`src/rtl/two_neighbour_spring_force_unit_assert.svh`:
```
// Assertion macros for the spring force unit RTL, used by tnsf_queue.
`ifndef TWO_NEIGHBOUR_SPRING_FORCE_UNIT_ASSERT_SVH
`define TWO_NEIGHBOUR_SPRING_FORCE_UNIT_ASSERT_SVH

// Clocked check, masked while reset is high.
`define TNSF_ASSERT(lbl, clk, rst, prop, msg) \
  lbl: assert property (@(posedge clk) disable iff (rst) prop) else $error(msg);

// Clocked check that also holds through reset.
`define TNSF_ASSERT_ALWAYS(lbl, clk, prop, msg) \
  lbl: assert property (@(posedge clk) prop) else $error(msg);

`endif

```
`src/rtl/tnsf_pkg.sv`:
```
// ----------------------------------------------------------------------------
// tnsf_pkg
// Shared widths, register codes and control types for the spring force unit.
// ----------------------------------------------------------------------------
`timescale 1ns / 1ps

package tnsf_pkg;

  localparam int STIFF_W    = 16;
  localparam int REST_W     = 23;
  localparam int FORCE_W    = 32;
  localparam int CFG_IDX_W  = 2;
  localparam int CFG_DATA_W = 23;
  localparam int Q_DEPTH    = 4;

  localparam logic [STIFF_W-1:0] STIFF_RESET = 16'd256;
  localparam logic [REST_W-1:0]  REST_RESET  = 23'd25600;

  typedef enum logic [CFG_IDX_W-1:0] {
    CFG_STIFFNESS   = 2'd0,
    CFG_REST_LENGTH = 2'd1
  } cfg_reg_t;

  // Queue status seen by the front (room) and the back (data).
  typedef struct packed {
    logic can_push;
    logic has_data;
  } q_stat_t;

endpackage

```
`src/rtl/tnsf_queue.sv`:
```
// ----------------------------------------------------------------------------
// tnsf_queue
// Small FIFO between the front and back parts of the force unit.
// ----------------------------------------------------------------------------
`timescale 1ns / 1ps
`include "two_neighbour_spring_force_unit_assert.svh"

module tnsf_queue import tnsf_pkg::*; #(
  parameter int WIDTH = 8
) (
  input  logic             clk,
  input  logic             rst,
  input  logic             push,
  input  logic [WIDTH-1:0] din,
  input  logic             pop,
  output logic [WIDTH-1:0] dout,
  output q_stat_t          stat
);

  localparam int PW = (Q_DEPTH > 1) ? $clog2(Q_DEPTH) : 1;
  localparam int CW = $clog2(Q_DEPTH + 1);

  logic [WIDTH-1:0] mem [Q_DEPTH];
  logic [PW-1:0]    wr_ptr;
  logic [PW-1:0]    rd_ptr;
  logic [CW-1:0]    count;

  function automatic logic [PW-1:0] bump(input logic [PW-1:0] p);
    bump = (p == PW'(Q_DEPTH - 1)) ? '0 : p + 1'b1;
  endfunction

  always_ff @(posedge clk) begin
    if (push) begin
      mem[wr_ptr] <= din;
    end
  end

  always_ff @(posedge clk) begin
    if (rst) begin
      wr_ptr <= '0;
      rd_ptr <= '0;
      count  <= '0;
    end else begin
      if (push) begin
        wr_ptr <= bump(wr_ptr);
      end
      if (pop) begin
        rd_ptr <= bump(rd_ptr);
      end
      if (push && !pop) begin
        count <= count + 1'b1;
      end else if (pop && !push) begin
        count <= count - 1'b1;
      end
    end
  end

  assign dout          = mem[rd_ptr];
  assign stat.can_push = (count != CW'(Q_DEPTH));
  assign stat.has_data = (count != '0);

  `TNSF_ASSERT(a_count_bound, clk, rst, count <= CW'(Q_DEPTH), "queue count above depth")
  `TNSF_ASSERT(a_no_push_full, clk, rst, push |-> count != CW'(Q_DEPTH), "push into full queue")
  `TNSF_ASSERT(a_no_pop_empty, clk, rst, pop |-> count != '0, "pop from empty queue")
  `TNSF_ASSERT(a_pop_drains, clk, rst, (pop && !push) |=> count == $past(count) - 1'b1, "pop lost")

endmodule

```
`config.mk`:
```
export PLATFORM = sky130hd
export DESIGN_NAME = tnsf_queue
export DESIGN_NICKNAME = d
export VERILOG_FILES = /design/src/rtl/tnsf_pkg.sv /design/src/rtl/tnsf_queue.sv
export VERILOG_INCLUDE_DIRS = /design/src /design/src/rtl
export SDC_FILE = /design/constraint.sdc
export NUM_CORES = 1
export LEC_CHECK = 0
export BUFFER_PORTS_ARGS = -buffer_cell sky130_fd_sc_hd__buf_2
export CAP_MARGIN = 20
export CORE_AREA = 2 2 60 62
export CTS_BUF_LIST = sky130_fd_sc_hd__clkbuf_8
export DETAILED_ROUTE_END_ITERATION = 10
export DIE_AREA = 0 0 62 64
export HOLD_SLACK_MARGIN = 0.08
export MAX_ROUTING_LAYER = met4
export PLACE_DENSITY = 0.68
export SLEW_MARGIN = 20
export SYNTH_ARGS = -nofsm -noshare
export SYNTH_HDL_FRONTEND = slang
export SYNTH_SLANG_ARGS = --single-unit
export TNS_END_PERCENT = 10
```
`constraint.sdc`:
```
create_clock -name clk -period 1.59 [get_ports clk]
set_clock_uncertainty 0.05 [all_clocks]
set_input_delay 0.159 -clock clk [delete_from_list [all_inputs] [get_ports clk]]
set_output_delay 0.159 -clock clk [all_outputs]
set_load 0.01 [all_outputs]
```
==> flow_metrics.env, run 1 <==
export IMPL_cp_end_kind="output port"
export IMPL_die_h_um=64
export IMPL_period_share_pct=104
export IMPL_clockRootBuffer="clkbuf_8"
export IMPL_synthTopCellsByCount="32 x edfxtp_1, 9 x dfxtp_1, 8 x mux4_2, 8 x nor2_1, 6 x ha_1"
export IMPL_critPathRequiredTime_ps=1380
export IMPL_hp_start="pop"
export IMPL_internal_power_uw=1870
export IMPL_p_leak_uw=0.000805
export IMPL_worstMarginPinSlew_ps=232
export IMPL_clk_pin_slew_ps=70
export IMPL_max_slew_margin_rel_pct=84.5
export IMPL_critical_path_max_fanout=8
export IMPL_syn2layout_area_growth_pct=31.0
export IMPL_rsz0062_at_grt="true"
export IMPL_grt_pass1_vias=942
export IMPL_tritoncts="yes"
export IMPL_drtPass1Iterations=4
export IMPL_ir_drop_uv=521
export IMPL_initial_utilization_pct=48.7
export IMPL_routed_via_density=4.92
export IMPL_syn_inst=87
export IMPL_num_rows=21
export IMPL_grt_use_total_pct=15.6
export IMPL_cts_buffers=5
export IMPL_portBuffers=21
export IMPL_violations="setup timing"
export IMPL_layout_drive_gt1_share_pct=37.0
export IMPL_antenna_found_initial=0
export IMPL_synthesis_nets=106
export IMPL_netlist_area_sq_um=1600
export IMPL_synth_area_leaders="edfxtp_1 60%, dfxtp_1 11%, mux4_2 11%"
export IMPL_syn_mean_instance_area_sq_um=18.4
export IMPL_drc=0
export IMPL_run_status="complete, but fails checks"
export IMPL_p_comb_share_pct=13.7
export IMPL_overflow=0
export IMPL_cts_sinks=41
export IMPL_clockBufferDepth=2
export IMPL_place_gp_congestion=0.811
export IMPL_die_area_sq_um=3970
export IMPL_dp_hpwl_mm=1.83
export IMPL_min_period_ps=1650
export IMPL_clkPwrFrac_pct=33.8
export IMPL_htree_levels=2
export IMPL_ys_seq_area_share_pct=71.4
export IMPL_diodes=0
export IMPL_die_width_um=62
export IMPL_min_path_type="in -> reg"
export IMPL_drt_antenna_violating_nets=0
export IMPL_grt_start_max_net_pins=14
export IMPL_core_sq_um=3280
export IMPL_grt_pass1_wl_mm=4.20
export IMPL_hold_viol_final=0
export IMPL_drtIter0Drc=45
export IMPL_synth_top_area_share_pct=60.1
export IMPL_r2r_start="count[0]$_SDFFE_PP0P_"
export IMPL_yosysMostFrequentCell="edfxtp_1"
export IMPL_synth_seq_cells=41
export IMPL_max_freq_ghz=0.607
export IMPL_fin_nets=153
export IMPL_crit_arrival_ps=1440
export IMPL_power_density_nw_per_um2=1140
export IMPL_insertion_delay_ps=290
export IMPL_power_switching_uw=524
export IMPL_p_total_uw=2390
export IMPL_num_vias=890
export IMPL_crit_type="reg -> out"
export IMPL_netlist_cell_type_count=17
export IMPL_crit_path_start_kind="flip-flop"
export IMPL_drv_slew=0
export IMPL_async_flop_share_pct=0
export IMPL_power_frac_seq_pct=52.5
export IMPL_fin_tns_setup_ps=-264
export IMPL_yosys_warnings=0
export IMPL_drv_cap=0
export IMPL_setup_viol=8
export IMPL_ios=22
export IMPL_wire_per_inst_um=14.3
export IMPL_wirelength_mm=2.59
export IMPL_fin_ws_ps=-56.4
export IMPL_swShare_pct=21.9
export IMPL_synth_area_leader_cell="edfxtp_1"
export IMPL_synthFlopType="edfxtp_1"
export IMPL_synth_edf_count=32
-- worst max-delay path, stage by stage (launching register included) --
cell	delay [ps]
dfxtp_2	340
buf_12	140
mux4_2	530
buf_6	140
-- logic make-up after synthesis --
family                     count (synthesis)  share of synthesized area [%]
AOI/OAI and AO/OA                          3                          0.939
adders and majority gates                  7                           5.95
muxes                                     12                           13.8
and+or+nand+nor                           16                           4.93
buffers and inverters                      6                           1.96
xor gates and xnor gates                   2                           1.10
DFF                                       41                           71.4
-- state kept, by name (all words and copies together), names as in the netlist, named ones only --
register / flops
rd_ptr: 2
wr_ptr: 2
count: 3
mem: 32
-- cell type report --
cell class | count | area (sq um)
Clock inverter | 3 | 41.3
Sequential cell | 41 | 1140
Tap cell | 46 | 57.6
Timing Repair Buffer | 42 | 342
Multi-Input combinational cell | 40 | 427
Fill cell | 232 | 1190
Inverter | 4 | 15.0
Clock buffer | 5 | 68.8
-- stage by stage --
stage               util (%)  instances  setup WS (ps)  instance area [sq um]  hold slack [ps]
CTS                     62.8        181          -66.6                   2060              188
finish                  63.8        181          -56.4                   2090              197
global placement        56.3        164          -8.26                   1850              321
floorplan                  -         87            119                   1600              178
global route            63.8        181           -105                   2090              214
detailed placement      56.3        164          -83.1                   1850              331
-- layer usage --
metal / share of wire, % / vias up / GRT usage [%]
li1: - / 420 / -
met1: 41 / 443 / 16.8
met2: 53 / 20 / 25.5
met3: 4.3 / 7 / 5.87
met4: 2.0 / 0 / 5.85
met5: 0 / - / -
-- worst paths after layout --
path / endpoint / slack (ps) / depth (start not counted)
worst min register to register: count[2]$_SDFFE_PP0P_ / 490 / 2
worst max register to register: count[2]$_SDFFE_PP0P_ / 70 / 4
worst min-delay path: flip-flop / 200 / 4
worst max-delay path: dout[6] / -60 / 3
-- power groups by stage --
stage | Combinational [uW] | Clock (uW) | Sequential (uW)
after floorplan | 170 | 0 | 1270
after global placement | 272 | 0 | 1280
after detailed placement | 282 | 0 | 1280
after CTS | 309 | 829 | 1260
after global routing | 363 | 870 | 1260
final | 327 | 808 | 1260
-- timing repair --
action                                 CTS  global route
endpoints found under the hold margin   37             0
resized for setup                        4             5
setup buffers                            0             0
setup endpoints to repair                8             8
hold buffers                             9             0
-- cell usage in the layout (no fill, tap or decap) --
master          n
inv_1           4
bufinv_16       1
ha_1            6
clkinvlp_4      1
edfxtp_1       32
xor2_1          2
mux4_2          8
o21ai_0         1
and2_1          4
buf_2          14
dfxtp_1         7
buf_12          1
a21oi_1         2
nor2_1          8
buf_6           7
mux2i_1         4
dfxtp_2         2
buf_4          11
nor3b_1         1
fa_1            1
or3_1           2
dlygate4sd3_1   9
clkinv_1        1
clkbuf_8        5
nand2_1         1
No activity file was read; power rests on OpenSTA's default activity.
==> run 2, diff against run 1 <==
--- a/config.mk
+++ b/config.mk
@@ -7,13 +7,14 @@
 export NUM_CORES = 1
 export LEC_CHECK = 0
-export BUFFER_PORTS_ARGS = -buffer_cell sky130_fd_sc_hd__buf_2
+export ABC_AREA = 1
 export CAP_MARGIN = 20
-export CORE_AREA = 2 2 60 62
+export CORE_AREA = 2 2 61 63
 export CTS_BUF_LIST = sky130_fd_sc_hd__clkbuf_8
 export DETAILED_ROUTE_END_ITERATION = 10
-export DIE_AREA = 0 0 62 64
+export DIE_AREA = 0 0 63 65
+export DONT_BUFFER_PORTS = 1
 export HOLD_SLACK_MARGIN = 0.08
 export MAX_ROUTING_LAYER = met4
-export PLACE_DENSITY = 0.68
+export PLACE_DENSITY = 0.62
 export SLEW_MARGIN = 20
 export SYNTH_ARGS = -nofsm -noshare
==> constraint.sdc (replaced) <==
create_clock -name clk -period 1.59 [get_ports clk]
set_clock_uncertainty 0.05 [all_clocks]
set_input_delay 0.2385 -clock clk [delete_from_list [all_inputs] [get_ports clk]]
set_output_delay 0.2385 -clock clk [all_outputs]
set_load 0.01 [all_outputs]
==> flow_metrics.env, run 2 <==
export IMPL_async_flop_share_pct=0
export IMPL_die_width_um=63
export IMPL_tritoncts="yes"
export IMPL_run_status="completed"
export IMPL_clockRootBuffer="clkbuf_8"
export IMPL_layout_drive_gt1_share_pct=14.4
export IMPL_synth_area_leader_cell="edfxtp_1"
export IMPL_fin_nets=171
export IMPL_synth_area_leaders="edfxtp_1 58%, dfxtp_1 11%, o21ai_0 4.8%"
export IMPL_crit_type="reg -> out"
export IMPL_synthesis_nets=155
export IMPL_max_freq_ghz=0.667
export IMPL_synthTopCellsByCount="32 x edfxtp_1, 19 x nor2_1, 17 x inv_1"
export IMPL_grt_use_met2_pct=25.5
export IMPL_synth_edf_count=32
export IMPL_synth_compound_area_share_pct=11.0
export IMPL_syn_mean_instance_area_sq_um=12.2
export IMPL_die_area_sq_um=4100
export IMPL_n_fill_cell=304
export IMPL_synth_seq_cells=41
export IMPL_holdPathStages=2
export IMPL_drtPass1Iterations=4
export IMPL_diodes=0
export IMPL_num_rows=22
export IMPL_setup_viol=0
export IMPL_synth_top_area_share_pct=58.1
export IMPL_antenna_found_initial=0
export IMPL_synth_top_family_by_area="compound AO/OA/AOI/OAI gates"
export IMPL_cts_buffers=5
export IMPL_drv_slew=0
export IMPL_clockBufferDepth=2
export IMPL_hold_viol_final=0
export IMPL_worstMarginPinSlew_ps=389
export IMPL_yosys_area_share_simple_pct=8.77
export IMPL_place_gp_congestion=0.764
export IMPL_syn_inst=136
export IMPL_syn2layout_area_growth_pct=16.3
export IMPL_htree_levels=2
export IMPL_min_path_type="in -> reg"
export IMPL_clk_pin_slew_ps=70
export IMPL_synth_fa_ha_area_share_pct=5.75
export IMPL_r2r_start="wr_ptr[0]$_SDFFE_PP0P_"
export IMPL_p_leak_uw=0.000739
export IMPL_insertion_delay_ps=280
export IMPL_path_cells="buf_4, o21ai_0, o22ai_1"
export IMPL_netlist_cell_type_count=18
export IMPL_largest_reg_flops=32
export IMPL_overflow=0
export IMPL_period_share_pct=94.3
export IMPL_final_area_sq_um=1920
export IMPL_netlist_area_sq_um=1650
export IMPL_wirelength_mm=3.02
export IMPL_critPathRequiredTime_ps=1300
export IMPL_crit_arrival_ps=1210
export IMPL_grt_pass1_vias=997
export IMPL_dpl_cell_area_sq_um=1710
export IMPL_use_met1_pct=19.1
export IMPL_pre_cts_slack_ps=168
export IMPL_hold_end="wr_ptr[1]$_SDFFE_PP0P_"
export IMPL_wire_per_inst_um=15.0
export IMPL_synthMuxAreaShare_pct=0
export IMPL_use_met3_pct=3.47
export IMPL_portBuffers=0
export IMPL_rrSetupSlack_ps=270
export IMPL_grt_use_total_pct=16.1
export IMPL_dp_hpwl_mm=1.89
export IMPL_largest_register="mem"
export IMPL_slowest_stage="dfxtp_2"
export IMPL_slowest_delay_ps=380
export IMPL_layout_commonest_cell="edfxtp_1"
export IMPL_routed_via_density=5.08
export IMPL_rsz0062_at_grt="false"
export IMPL_grt_start_max_net_pins=17
export IMPL_drc=0
export IMPL_drtIter0Drc=49
export IMPL_final_cell_mix="32 x edfxtp_1, 19 x nor2_1, 16 x inv_1, 16 x o21ai_0, 9 x dlygate4sd3_1"
export IMPL_yosysMostFrequentCell="edfxtp_1"
export IMPL_ir_drop_uv=691
export IMPL_drt_antenna_violating_nets=0
export IMPL_reg2reg_depth=3
export IMPL_min_period_ps=1500
export IMPL_num_vias=1021
export IMPL_synthFlopType="edfxtp_1"
export IMPL_cp_end_kind="output port"
export IMPL_initial_utilization_pct=47.3
export IMPL_crit_path_start_kind="flip-flop"
export IMPL_max_slew_margin_rel_pct=74.0
export IMPL_gr_max_usage_layer="met2"
export IMPL_p_total_uw=2170
export IMPL_ios=22
export IMPL_drv_cap=0
export IMPL_power_density_nw_per_um2=1130
export IMPL_fin_ws_ps=90.1
export IMPL_critical_path_max_fanout=9
export IMPL_ys_seq_area_share_pct=69.0
export IMPL_r2r_end="mem[3][2]$_DFFE_PP_"
export IMPL_cts_sinks=41
export IMPL_core_sq_um=3500
export IMPL_hp_start="push"
export IMPL_yosys_warnings=0
export IMPL_synth_xor_area_share_pct=0
export IMPL_reg_top3="mem (32), count (3)"
export IMPL_die_h_um=65
export IMPL_grt_pass1_wl_mm=4.75
[run 2: changes by cell type after synthesis, moves of 7 or more]
cell / delta
mux4_2: -8
nor2_1: +11
inv_1: +13
nand2_1: +7
o22ai_1: +8
o21ai_0: +15
[run 2: critical path: cells and delay by family (launching register included)]
kind	cells	cell delay, ps
buffers and inverters	1	180
AOI/OAI and AO/OA	2	360
DFF	1	380
[run 2: worst max path at each step]
| stage | start | end | slack (ps) | depth (start not counted) |
|---|---|---|---|---|
| floorplan | pop | count[2]$_SDFFE_PP0P_ | 250 | 10 |
| global placement | pop | count[2]$_SDFFE_PP0P_ | 210 | 10 |
| detailed placement | pop | count[2]$_SDFFE_PP0P_ | 170 | 10 |
| CTS | flip-flop | dout[5] | -3 | 3 |
| global route | flip-flop | dout[0] | 10 | 3 |
| finish | flip-flop | dout[7] | 90 | 3 |
[run 2: cell type report]
class | instances | area (sq um) | area share, %
clock buffers | 6 | 82.6 | 4.29
well taps | 48 | 60.1 | 3.12
flip-flops and latches | 41 | 1140 | 59.4
clock inverters | 2 | 8.76 | 0.455
inverters | 18 | 70.1 | 3.64
multi-input cells | 75 | 454 | 23.6
repair buffers | 11 | 105 | 5.46
[run 2: logic make-up (layout without fill, tap and decap cells)]
| group | after synthesis | count (layout) |
|---|---|---|
| flip-flops | 41 | 41 |
| AND/OR/NAND/NOR | 35 | 35 |
| AO/OA/AOI/OAI | 33 | 33 |
| buffers and inverters | 20 | 37 |
| adder cells (fa/ha/maj) | 7 | 7 |
[run 2: metrics by stage]
step	util [%]	hold slack, ps	instances	setup TNS (ps)
6_report	55.0	94.1	201	0
5_1_grt	55.0	106	201	0
4_1_cts	54.0	85.5	201	-2.85
3_5_place_dp	48.8	265	184	0
3_3_place_gp	48.8	262	184	0
2_1_floorplan	-	261	136	0
[run 2: repair_timing]
item                                    CTS  global route
endpoints found under the hold margin    35             0
endpoints found under the setup margin    7             8
resized for setup                         1             9
hold buffers                              9             0
buffers inserted                          0             0
[run 2: metal layers]
| layer | vias up | wire, um |
|---|---|---|
| li1 | 506 | - |
| met1 | 479 | 1250 |
| met2 | 29 | 1540 |
| met3 | 7 | 141 |
| met4 | 0 | 85 |
| met5 | - | 0 |
[run 2: power breakdown]
group / internal (uW) / switching (uW)
clock network: 343 / 327
registers: 1210 / 31.5
logic: 88.7 / 164
total: 1650 / 523
