File: src/rtl/two_neighbour_spring_force_unit_assert.svh
// Assertion macros for the spring force unit RTL, used by tnsf_queue.
`ifndef TWO_NEIGHBOUR_SPRING_FORCE_UNIT_ASSERT_SVH
`define TWO_NEIGHBOUR_SPRING_FORCE_UNIT_ASSERT_SVH

// Clocked check, masked while reset is high.
`define TNSF_ASSERT(lbl, clk, rst, prop, msg) \
  lbl: assert property (@(posedge clk) disable iff (rst) prop) else $error(msg);

// Clocked check that also holds through reset.
`define TNSF_ASSERT_ALWAYS(lbl, clk, prop, msg) \
  lbl: assert property (@(posedge clk) prop) else $error(msg);

`endif

File: src/rtl/tnsf_pkg.sv
// ----------------------------------------------------------------------------
// tnsf_pkg
// Shared widths, register codes and control types for the spring force unit.
// ----------------------------------------------------------------------------
`timescale 1ns / 1ps

package tnsf_pkg;

  localparam int STIFF_W    = 16;
  localparam int REST_W     = 23;
  localparam int FORCE_W    = 32;
  localparam int CFG_IDX_W  = 2;
  localparam int CFG_DATA_W = 23;
  localparam int Q_DEPTH    = 4;

  localparam logic [STIFF_W-1:0] STIFF_RESET = 16'd256;
  localparam logic [REST_W-1:0]  REST_RESET  = 23'd25600;

  typedef enum logic [CFG_IDX_W-1:0] {
    CFG_STIFFNESS   = 2'd0,
    CFG_REST_LENGTH = 2'd1
  } cfg_reg_t;

  // Queue status seen by the front (room) and the back (data).
  typedef struct packed {
    logic can_push;
    logic has_data;
  } q_stat_t;

endpackage

File: src/rtl/tnsf_if.sv
// ----------------------------------------------------------------------------
// tnsf_if
// Valid/ready channels: particle items, force results, register writes.
// ----------------------------------------------------------------------------
`timescale 1ns / 1ps

interface tnsf_item_if #(parameter int POS_WIDTH = 24);
  logic                        valid;
  logic                        ready;
  logic signed [POS_WIDTH-1:0] self_x;
  logic signed [POS_WIDTH-1:0] self_y;
  logic signed [POS_WIDTH-1:0] left_x;
  logic signed [POS_WIDTH-1:0] left_y;
  logic signed [POS_WIDTH-1:0] right_x;
  logic signed [POS_WIDTH-1:0] right_y;
  logic signed [31:0]          force_in_x;
  logic signed [31:0]          force_in_y;

  modport source (output valid, self_x, self_y, left_x, left_y, right_x, right_y,
                  force_in_x, force_in_y, input ready);
  modport sink   (input valid, self_x, self_y, left_x, left_y, right_x, right_y,
                  force_in_x, force_in_y, output ready);
endinterface


File: src/rtl/tnsf_front.sv
// ----------------------------------------------------------------------------
// tnsf_front
// Takes particle items, forms neighbour offsets and hands them to the queue.
// ----------------------------------------------------------------------------
`timescale 1ns / 1ps

module tnsf_front import tnsf_pkg::*; #(
  parameter int POS_WIDTH = 24
) (
  input  logic                                  clk,
  input  logic                                  rst,
  tnsf_item_if.sink                             item,
  input  q_stat_t                               stat,
  output logic                                  push,
  output logic [4*(POS_WIDTH+1)+2*FORCE_W-1:0]  data
);

  localparam int DW = POS_WIDTH + 1;

  typedef struct packed {
    logic signed [DW-1:0]      lx;
    logic signed [DW-1:0]      ly;
    logic signed [DW-1:0]      rx;
    logic signed [DW-1:0]      ry;
    logic signed [FORCE_W-1:0] fx;
    logic signed [FORCE_W-1:0] fy;
  } geom_t;

  logic  fv;
  geom_t fd;
  geom_t nxt;

  always_comb begin
    nxt.lx = {item.left_x[POS_WIDTH-1], item.left_x} - {item.self_x[POS_WIDTH-1], item.self_x};
    nxt.ly = {item.left_y[POS_WIDTH-1], item.left_y} - {item.self_y[POS_WIDTH-1], item.self_y};
    nxt.rx = {item.right_x[POS_WIDTH-1], item.right_x} - {item.self_x[POS_WIDTH-1], item.self_x};
    nxt.ry = {item.right_y[POS_WIDTH-1], item.right_y} - {item.self_y[POS_WIDTH-1], item.self_y};
    nxt.fx = item.force_in_x;
    nxt.fy = item.force_in_y;
  end

  assign item.ready = !fv || stat.can_push;
  assign push       = fv && stat.can_push;
  assign data       = fd;

  always_ff @(posedge clk) begin
    if (rst) begin
      fv <= 1'b0;
    end else if (item.ready) begin
      fv <= item.valid;
    end
  end

  always_ff @(posedge clk) begin
    if (item.ready && item.valid) begin
      fd <= nxt;
    end
  end

endmodule

File: src/flat_wrapper.sv
// flat-port wrapper written by rule: the top's interface ports become plain ports
module tnsf_front_flat import tnsf_pkg::*;
#(
  parameter int POS_WIDTH = 24
)
  (clk, rst, stat, push, data, item_valid, item_self_x, item_self_y, item_left_x, item_left_y, item_right_x, item_right_y, item_force_in_x, item_force_in_y, item_ready);
  tnsf_item_if #(.POS_WIDTH(POS_WIDTH)) item_i ();
  input  logic clk;
  input  logic rst;
  input  q_stat_t stat;
  output logic push;
  output logic [4*(POS_WIDTH+1)+2*FORCE_W-1:0] data;
  input wire logic [$bits(item_i.valid)-1:0] item_valid;
  input wire logic [$bits(item_i.self_x)-1:0] item_self_x;
  input wire logic [$bits(item_i.self_y)-1:0] item_self_y;
  input wire logic [$bits(item_i.left_x)-1:0] item_left_x;
  input wire logic [$bits(item_i.left_y)-1:0] item_left_y;
  input wire logic [$bits(item_i.right_x)-1:0] item_right_x;
  input wire logic [$bits(item_i.right_y)-1:0] item_right_y;
  input wire logic [$bits(item_i.force_in_x)-1:0] item_force_in_x;
  input wire logic [$bits(item_i.force_in_y)-1:0] item_force_in_y;
  output wire logic [$bits(item_i.ready)-1:0] item_ready;
  assign item_i.valid = item_valid;
  assign item_i.self_x = item_self_x;
  assign item_i.self_y = item_self_y;
  assign item_i.left_x = item_left_x;
  assign item_i.left_y = item_left_y;
  assign item_i.right_x = item_right_x;
  assign item_i.right_y = item_right_y;
  assign item_i.force_in_x = item_force_in_x;
  assign item_i.force_in_y = item_force_in_y;
  assign item_ready = item_i.ready;
  tnsf_front #(.POS_WIDTH(POS_WIDTH)) u_core (.clk(clk), .rst(rst), .item(item_i), .stat(stat), .push(push), .data(data));
endmodule
File: config.mk
export PLATFORM = sky130hd
export DESIGN_NAME = tnsf_front_flat
export DESIGN_NICKNAME = d
export VERILOG_FILES = /design/src/rtl/two_neighbour_spring_force_unit_assert.svh /design/src/rtl/tnsf_pkg.sv /design/src/rtl/tnsf_if.sv /design/src/rtl/tnsf_front.sv /design/src/flat_wrapper.sv
export SDC_FILE = /design/constraint.sdc
export NUM_CORES = 1
export LEC_CHECK = 0
export BUFFER_PORTS_ARGS = -buffer_cell sky130_fd_sc_hd__buf_2
export CAP_MARGIN = 20
export CORE_MARGIN = 8
export CORE_UTILIZATION = 50
export CTS_CLUSTER_DIAMETER = 120
export DETAILED_ROUTE_END_ITERATION = 6
export PLACE_DENSITY_LB_ADDON = 0.05
export SYNTH_ARGS = -nofsm -noshare
export SYNTH_HDL_FRONTEND = slang
export SYNTH_SLANG_ARGS = --single-unit
File: constraint.sdc
create_clock -name clk -period 6.8 [get_ports clk]
set_clock_uncertainty 0.15 [all_clocks]
set_input_delay 1.7 -clock clk [delete_from_list [all_inputs] [get_ports clk]]
set_output_delay 1.7 -clock clk [all_outputs]
set_load 0.1 [all_outputs]
==> results.yml, run 1 <==
critical_path:
  worstPathMaxFanout: 3
  worstSetupPathType: "in -> reg"
  critPathRequiredTime_ns: 6.81
  critical_path.endpoint_type: "flip-flop"
  critical-path-top-delay-family: "compound AO/OA/AOI/OAI gates"
  setup_slack_of_the_most_critical_reg_to_reg_path_ns: 4.47
  cell_type_of_the_slowest_stage_on_the_worst_timing_path: "sky130_fd_sc_hd__a2111oi_0"
  crit-reg2reg-capture: "u_core.data[136]"
  critical_path_cell_count: 11
  worst_setup_ep: "u_core.data[163]"
  critical_path.max_stage_delay_ns: 0.76
  worst_setup_path_start_kind: "input pin"
  worst_r2r_path_cells: 3
  worst_r2r_startpoint: "u_core.fv"
  worst-path-buf-inv: 2
  arrival_ns: 4.29
  crit_chain: "buf_2 -> inv_1 -> ha_1 -> fa_1 -> nor2b_1 -> o21a_1 -> o21ai_0 -> a2111oi_0 -> o21ai_0 -> a31oi_1 -> a31oi_1"
  worst_setup_sp: "item_left_x[0]"
global_routing:
  grt_antenna_before_repair: 3
  global_route.usage.total_pct: 22.00
  maximum_number_of_pins_on_one_net_before_global_route_repair: 89
  grt-ovfl-total: 0
  via_count_of_the_first_global_routing_pass: 8125
  first_pass_grt_wire_length_mm: 41.65
synth:
  yosysMostFrequentCell: "sky130_fd_sc_hd__edfxtp_1"
  synthDistinctLibCells: 70
  post_synth.cell_area_avg_um2: 11.30
  synthCells: 868
  async_reset_ff_share_pct: 0
  synth.cell_area_mm2: 0.009812
  synth_area_leader_cell: "sky130_fd_sc_hd__edfxtp_1"
  leading_cell_types_by_total_area_after_synthesis: "sky130_fd_sc_hd__edfxtp_1, sky130_fd_sc_hd__ha_1, sky130_fd_sc_hd__a21oi_1"
  yosys_most_used_dff: "sky130_fd_sc_hd__edfxtp_1"
  synth_nets: 1181
  synth_sequential_area_ratio_pct: 50.40
  synth_top_cells_by_count: "sky130_fd_sc_hd__edfxtp_1, sky130_fd_sc_hd__ha_1, sky130_fd_sc_hd__inv_1"
  ys_ff_latch: 165
  yosysWarnings: 0
  number_of_enable_type_register_cells_in_the_synthesized_netlist: 164
  netlist.area_leader.share_pct: 50.19
clock_network:
  cts.reportedPaths.clkPinSlew_ns: 0.06
  post_cts.resized_instances: 0
  cts_tree: "yes"
  cts_max_path_buffers: 2
  post_cts_hold_buffer_count: 0
  clk-insertion-delay-late_ns: 0.41
  cts.root.buffer_cell: "sky130_fd_sc_hd__clkbuf_16"
  cts_inserted_buffers: 17
  postCtsSetupBuffers: 0
  cts_sinks: 165
  cts_max_level: 4
floorplanning:
  num_rows: 51
  chipWidth_um: 156.1
  floorplan.io_pins: 379
  die_h_um: 156.1
  die_ar_mm2: 0.02436
  initial_core_util_pct: 50.75
  coreArea_mm2: 0.01933
power_and_ir_drop:
  comb_pwr_share_pct: 38.6
  cellLeakagePower_uw: 0.005818
  internal_power_uw: 2080
  power_switching_share_pct: 42.10
  switching_power_uw: 1512
  irDropWorstVdd_v: 0.0001769
  p_clk_share_pct: 25.6
  cellPowerDensity_mw_per_mm2: 285.9
  p_seq_share_pct: 35.8
route:
  wire_per_inst_um: 17.86
  detailed_route_iter0_violations: 539
  drt.antenna.violating_nets: 0
  drcViolationCount: 0
  detailroute.via_count: 7960
  viasPerCell: 5.186
  firstDrtPassIters: 5
  totalWireLength_mm: 27.42
sta:
  timing.final.setup_violations: 0
  timing_hold_violations_final: 0
  hold-worst-slack_ns: 0.3703
  report.final.slew_viol_count: 0
  setup_repair_after_global_routing_missed_its_margin: "no"
  maxSlewHeadroom_pct: 30.69
  fin_tns_setup_ns: 0
  finalWorstPathRequiredPeriod_ns: 4.274
  max_slew.worst_pin.slew_ns: 1.040
  final.period_utilization_pct: 62.86
  fmaxAchievable_mhz: 233.9
finish:
  area_growth_pct: 28.04
  nets: 1569
  layout-drive-gt1-share_pct: 33.65
  fill_cells: 1640
placement:
  post-dp-hpwl_mm: 22.15
  gp_congestion: 0.8930
  placement.io_buffers: 377
hold_path:
  hold_path_class: "reg -> reg"
job:
  timing.max_cap.violations: 0
status:
  status: "finished clean"
per-layer routing:
| layer | GRT usage [%] | share of wire, % |
|---|---|---|
| met3 | 6.704 | 8.2 |
| met4 | 7.902 | 2.6 |
| met1 | 25.77 | 41 |
| met5 | 0 | 0.080 |
| met2 | 37.44 | 48 |
registers in the layout, indices dropped and copies added, names as in the netlist:
name,count
u_core.data,164
u_core.fv,1
cells in the final DEF, fill, tap and decap left out, types with 5 or more instances in the layout:
cell type | synthesis | routed
sky130_fd_sc_hd__a21o_1 | 28 | 28
sky130_fd_sc_hd__a21oi_1 | 77 | 77
sky130_fd_sc_hd__a31oi_1 | 16 | 16
sky130_fd_sc_hd__and3_1 | 7 | 7
sky130_fd_sc_hd__buf_2 | 1 | 377
sky130_fd_sc_hd__clkbuf_16 | 0 | 17
sky130_fd_sc_hd__edfxtp_1 | 164 | 164
sky130_fd_sc_hd__ha_1 | 96 | 96
sky130_fd_sc_hd__inv_1 | 87 | 87
sky130_fd_sc_hd__nand2_1 | 42 | 42
sky130_fd_sc_hd__nand2b_1 | 10 | 10
sky130_fd_sc_hd__nand3_1 | 14 | 14
sky130_fd_sc_hd__nand4_1 | 8 | 8
sky130_fd_sc_hd__nor2_1 | 42 | 42
sky130_fd_sc_hd__nor2b_1 | 16 | 16
sky130_fd_sc_hd__nor3_1 | 11 | 11
sky130_fd_sc_hd__o211ai_1 | 5 | 5
sky130_fd_sc_hd__o21a_1 | 17 | 17
sky130_fd_sc_hd__o21ai_0 | 49 | 49
sky130_fd_sc_hd__o21ai_1 | 6 | 6
sky130_fd_sc_hd__o21bai_1 | 8 | 8
sky130_fd_sc_hd__o31a_1 | 6 | 6
sky130_fd_sc_hd__xnor2_1 | 43 | 43
sky130_fd_sc_hd__xor2_1 | 30 | 30
worst min-delay path by stage:
stage | start | end | slack [ns] | depth (start not counted)
2_1_floorplan | u_core.fv | u_core.fv | 1.05 | 2
3_3_place_gp | u_core.fv | u_core.fv | 0.35 | 2
3_5_place_dp | u_core.fv | u_core.fv | 0.36 | 2
4_1_cts | u_core.fv | u_core.fv | 0.37 | 2
5_1_grt | u_core.fv | u_core.fv | 0.42 | 2
6_report | u_core.fv | u_core.fv | 0.37 | 2
final cells by class:
cell class,count,area (µm²),share of cell area [%]
Antenna cell,1,2.502,0.01992
Clock buffer,18,429.2,3.416
Clock inverter,14,125.1,0.9959
Inverter,87,326.6,2.599
Multi-Input combinational cell,607,4497,35.79
Sequential cell,165,4945,39.36
Tap cell,265,331.6,2.639
Timing Repair Buffer,378,1907,15.18
power by group through the flow:
stage	registers [µW]	clock network (µW)	logic [µW]
6_report	1280	919	1390
5_1_grt	1290	974	1460
4_1_cts	1290	941	1390
3_5_place_dp	1310	0	1380
3_3_place_gp	1300	0	1380
2_1_floorplan	2030	0	403
worst reg2reg max path: stages (launching register included):
cell and delay (ns):
sky130_fd_sc_hd__dfxtp_1 0.30, sky130_fd_sc_hd__nand2b_1 0.10, sky130_fd_sc_hd__and2_4 0.84, sky130_fd_sc_hd__buf_12 0.53
cells by family after synthesis:
group                    Yosys count  share of synthesized area [%]
XOR/XNOR                          73                          6.516
buffers and inverters             96                          3.800
AND/OR/NAND/NOR                  175                          8.990
adder cells (fa/ha/maj)          100                          13.06
flip-flops                       165                          50.40
AO/OA/AOI/OAI                    259                          17.24
through the flow:
step / utilization, % / setup slack (ns) / std cells / power [µW] / instance area (µm²)
finish: 64.98 / 2.526 / 1535 / 3592 / 12560
global route: 64.98 / 2.426 / 1535 / 3733 / 12560
CTS: 64.96 / 2.586 / 1534 / 3618 / 12560
detailed placement: 62.10 / 2.134 / 1502 / 2691 / 12010
global placement: 62.10 / 2.221 / 1502 / 2682 / 12010
floorplan: - / 1.527 / 868 / 2430 / 9813
(Power assumes the default switching activity.)
==> run 2: changes to the inputs <==
CORE_UTILIZATION = 45   (was 50)
clock period = 3.7 ns   (was 6.8 ns; I/O delays follow)
==> run 2 against run 1 <==
Effect of this change: critical path depth is 1 higher; sequential power is 84% higher; first-iteration DRC count is 14% lower; sequential share of layout area is 0.38 points lower; combinational power is 84% higher; non-clock buffer count is 7 higher; clock-buffer cell count is 1 lower; via count is 0.90% lower; clock power is 96% higher; cell count is 1.4% higher; register-to-register slack worse by 2.5 ns.
==> results.yml, run 2 (synthesis gave the netlist of run 1 again) <==
clock_network:
  cts_inserted_buffers: 17
  cts_max_path_buffers: 2
  post_cts.resized_instances: 0
  cts_tree: "yes"
  clk-insertion-delay-late_ns: 0.43
  post_cts_hold_buffer_count: 0
  cts_max_level: 4
  cts.reportedPaths.clkPinSlew_ns: 0.07
  postCtsSetupBuffers: 0
  cts_sinks: 165
  cts.root.buffer_cell: "sky130_fd_sc_hd__clkbuf_16"
power_and_ir_drop:
  internal_power_uw: 3812
  p_clk_share_pct: 26.8
  irDropWorstVdd_v: 0.0003212
  power_switching_share_pct: 43.21
  p_seq_share_pct: 35.1
  cellLeakagePower_uw: 0.005885
  comb_pwr_share_pct: 38.1
  switching_power_uw: 2900
  cellPowerDensity_mw_per_mm2: 529.1
finish:
  layoutNonFillerInstCount: 1557
  area_growth_pct: 29.29
  final_cell_mix: "sky130_fd_sc_hd__buf_2, sky130_fd_sc_hd__edfxtp_1, sky130_fd_sc_hd__ha_1"
  fill_cells: 1914
  layout-drive-gt1-share_pct: 34.25
  summed_area_of_non_filler_cells_in_the_final_layout_mm2: 0.01269
  nets: 1576
  most_common_cell_after_layout_fill_and_taps_aside: "sky130_fd_sc_hd__buf_2"
  largest_reg_flops: 164
sta:
  timing.final.setup_violations: 0
  fmaxAchievable_mhz: 313.2
  report.final.slew_viol_count: 0
  finalWorstPathRequiredPeriod_ns: 3.192
  final.period_utilization_pct: 86.28
  hold-worst-slack_ns: 0.3777
  postLayoutSetupSlackWorst_ns: 0.5076
  fin_tns_setup_ns: 0
  setup_repair_after_global_routing_missed_its_margin: "no"
  max_slew.worst_pin.slew_ns: 0.7022
  maxSlewHeadroom_pct: 53.19
  timing_hold_violations_final: 0
hold_path:
  hold_path_startpoint: "u_core.fv"
  holdPathEnd: "u_core.fv"
  hold-path-cell-count: 2
  hold_path_class: "reg -> reg"
global_routing:
  maximum_number_of_pins_on_one_net_before_global_route_repair: 122
  global_route.usage.total_pct: 20.37
  via_count_of_the_first_global_routing_pass: 7933
  first_pass_grt_wire_length_mm: 42.11
  grt_antenna_before_repair: 5
  grt-ovfl-total: 0
placement:
  postPlaceCellArea_mm2: 0.01208
  post-dp-hpwl_mm: 22.84
  gp_congestion: 0.9071
  placement.io_buffers: 377
  preCtsSetupSlack_ns: 0.07338
  dp_cells: 1524
critical_path:
  worst_r2r_startpoint: "u_core.fv"
  arrival_ns: 3.21
  worstPathMaxFanout: 3
  critPathRequiredTime_ns: 3.72
  crit-reg2reg-capture: "u_core.data[25]"
  worstSetupPathType: "in -> reg"
  worst_r2r_path_cells: 3
  critical_path.endpoint_type: "flip-flop"
  worst_setup_path_start_kind: "input pin"
  setup_slack_of_the_most_critical_reg_to_reg_path_ns: 2.01
route:
  wire_per_inst_um: 17.94
  drt.antenna.violating_nets: 0
  totalWireLength_mm: 27.94
  detailroute.via_count: 7888
  firstDrtPassIters: 5
  detailed_route_iter0_violations: 464
  viasPerCell: 5.066
  drcViolationCount: 0
floorplanning:
  floorplan.io_pins: 379
  num_rows: 54
  die_h_um: 163.7
  chipWidth_um: 163.7
  initial_core_util_pct: 45.38
  die_ar_mm2: 0.02678
  coreArea_mm2: 0.02162
job:
  timing.max_cap.violations: 0
status:
  status: "finished clean"
==> run 2: how the worst max path moves through the flow <==
stage / depth (start not counted) / slack (ns) / start / end
after detailed placement: 12 / 0.07 / item_left_x[0] / u_core.data[163]
final: 12 / 0.51 / item_left_x[0] / u_core.data[163]
after floorplan: 2 / 0.07 / stat[1] / u_core.data[0]
after CTS: 12 / 0.53 / item_left_x[0] / u_core.data[163]
after global placement: 12 / 0.14 / item_left_x[0] / u_core.data[163]
after global routing: 12 / 0.26 / item_left_x[0] / u_core.data[163]
==> run 2: cell type report <==
| type | instances | area (µm²) | area share, % |
|---|---|---|---|
| Multi-Input combinational cell | 607 | 4497 | 35.45 |
| Clock buffer | 17 | 425.4 | 3.353 |
| Sequential cell | 165 | 4945 | 38.98 |
| Antenna cell | 1 | 2.502 | 0.01973 |
| Tap cell | 280 | 350.3 | 2.762 |
| Timing Repair Buffer | 385 | 1959 | 15.45 |
| Inverter | 87 | 326.6 | 2.574 |
| Clock inverter | 15 | 180.2 | 1.420 |
==> run 2: worst max-delay path: stages <==
cell	delay [ns]
sky130_fd_sc_hd__buf_2	0.08
sky130_fd_sc_hd__inv_1	0.03
sky130_fd_sc_hd__ha_1	0.21
sky130_fd_sc_hd__fa_1	0.42
sky130_fd_sc_hd__nor2b_1	0.13
sky130_fd_sc_hd__o21a_1	0.15
sky130_fd_sc_hd__o21ai_0	0.15
sky130_fd_sc_hd__a2111oi_0	0.42
sky130_fd_sc_hd__buf_4	0.19
sky130_fd_sc_hd__o21ai_0	0.11
sky130_fd_sc_hd__a31oi_1	0.26
sky130_fd_sc_hd__a31oi_1	0.13
==> run 2: stage by stage <==
stage | total power (µW) | utilization, %
2_1_floorplan | 4463 | -
3_3_place_gp | 4951 | 55.86
3_5_place_dp | 4959 | 55.86
4_1_cts | 6775 | 58.66
5_1_grt | 6991 | 58.67
6_report | 6712 | 58.67
==> run 2: power groups by stage <==
stage	Sequential [µW]	Clock [µW]	Combinational, µW
after global routing	2380	1910	2700
after global placement	2400	0	2550
final	2360	1800	2560
after detailed placement	2400	0	2560
after floorplan	3720	0	741
after CTS	2360	1850	2570
==> run 2: routing by layer <==
layer  GRT usage, %  share of wire [%]
met5              0               0.11
met4          5.868                1.6
met3          6.426                8.2
met2          34.35                 48
met1          24.60                 42
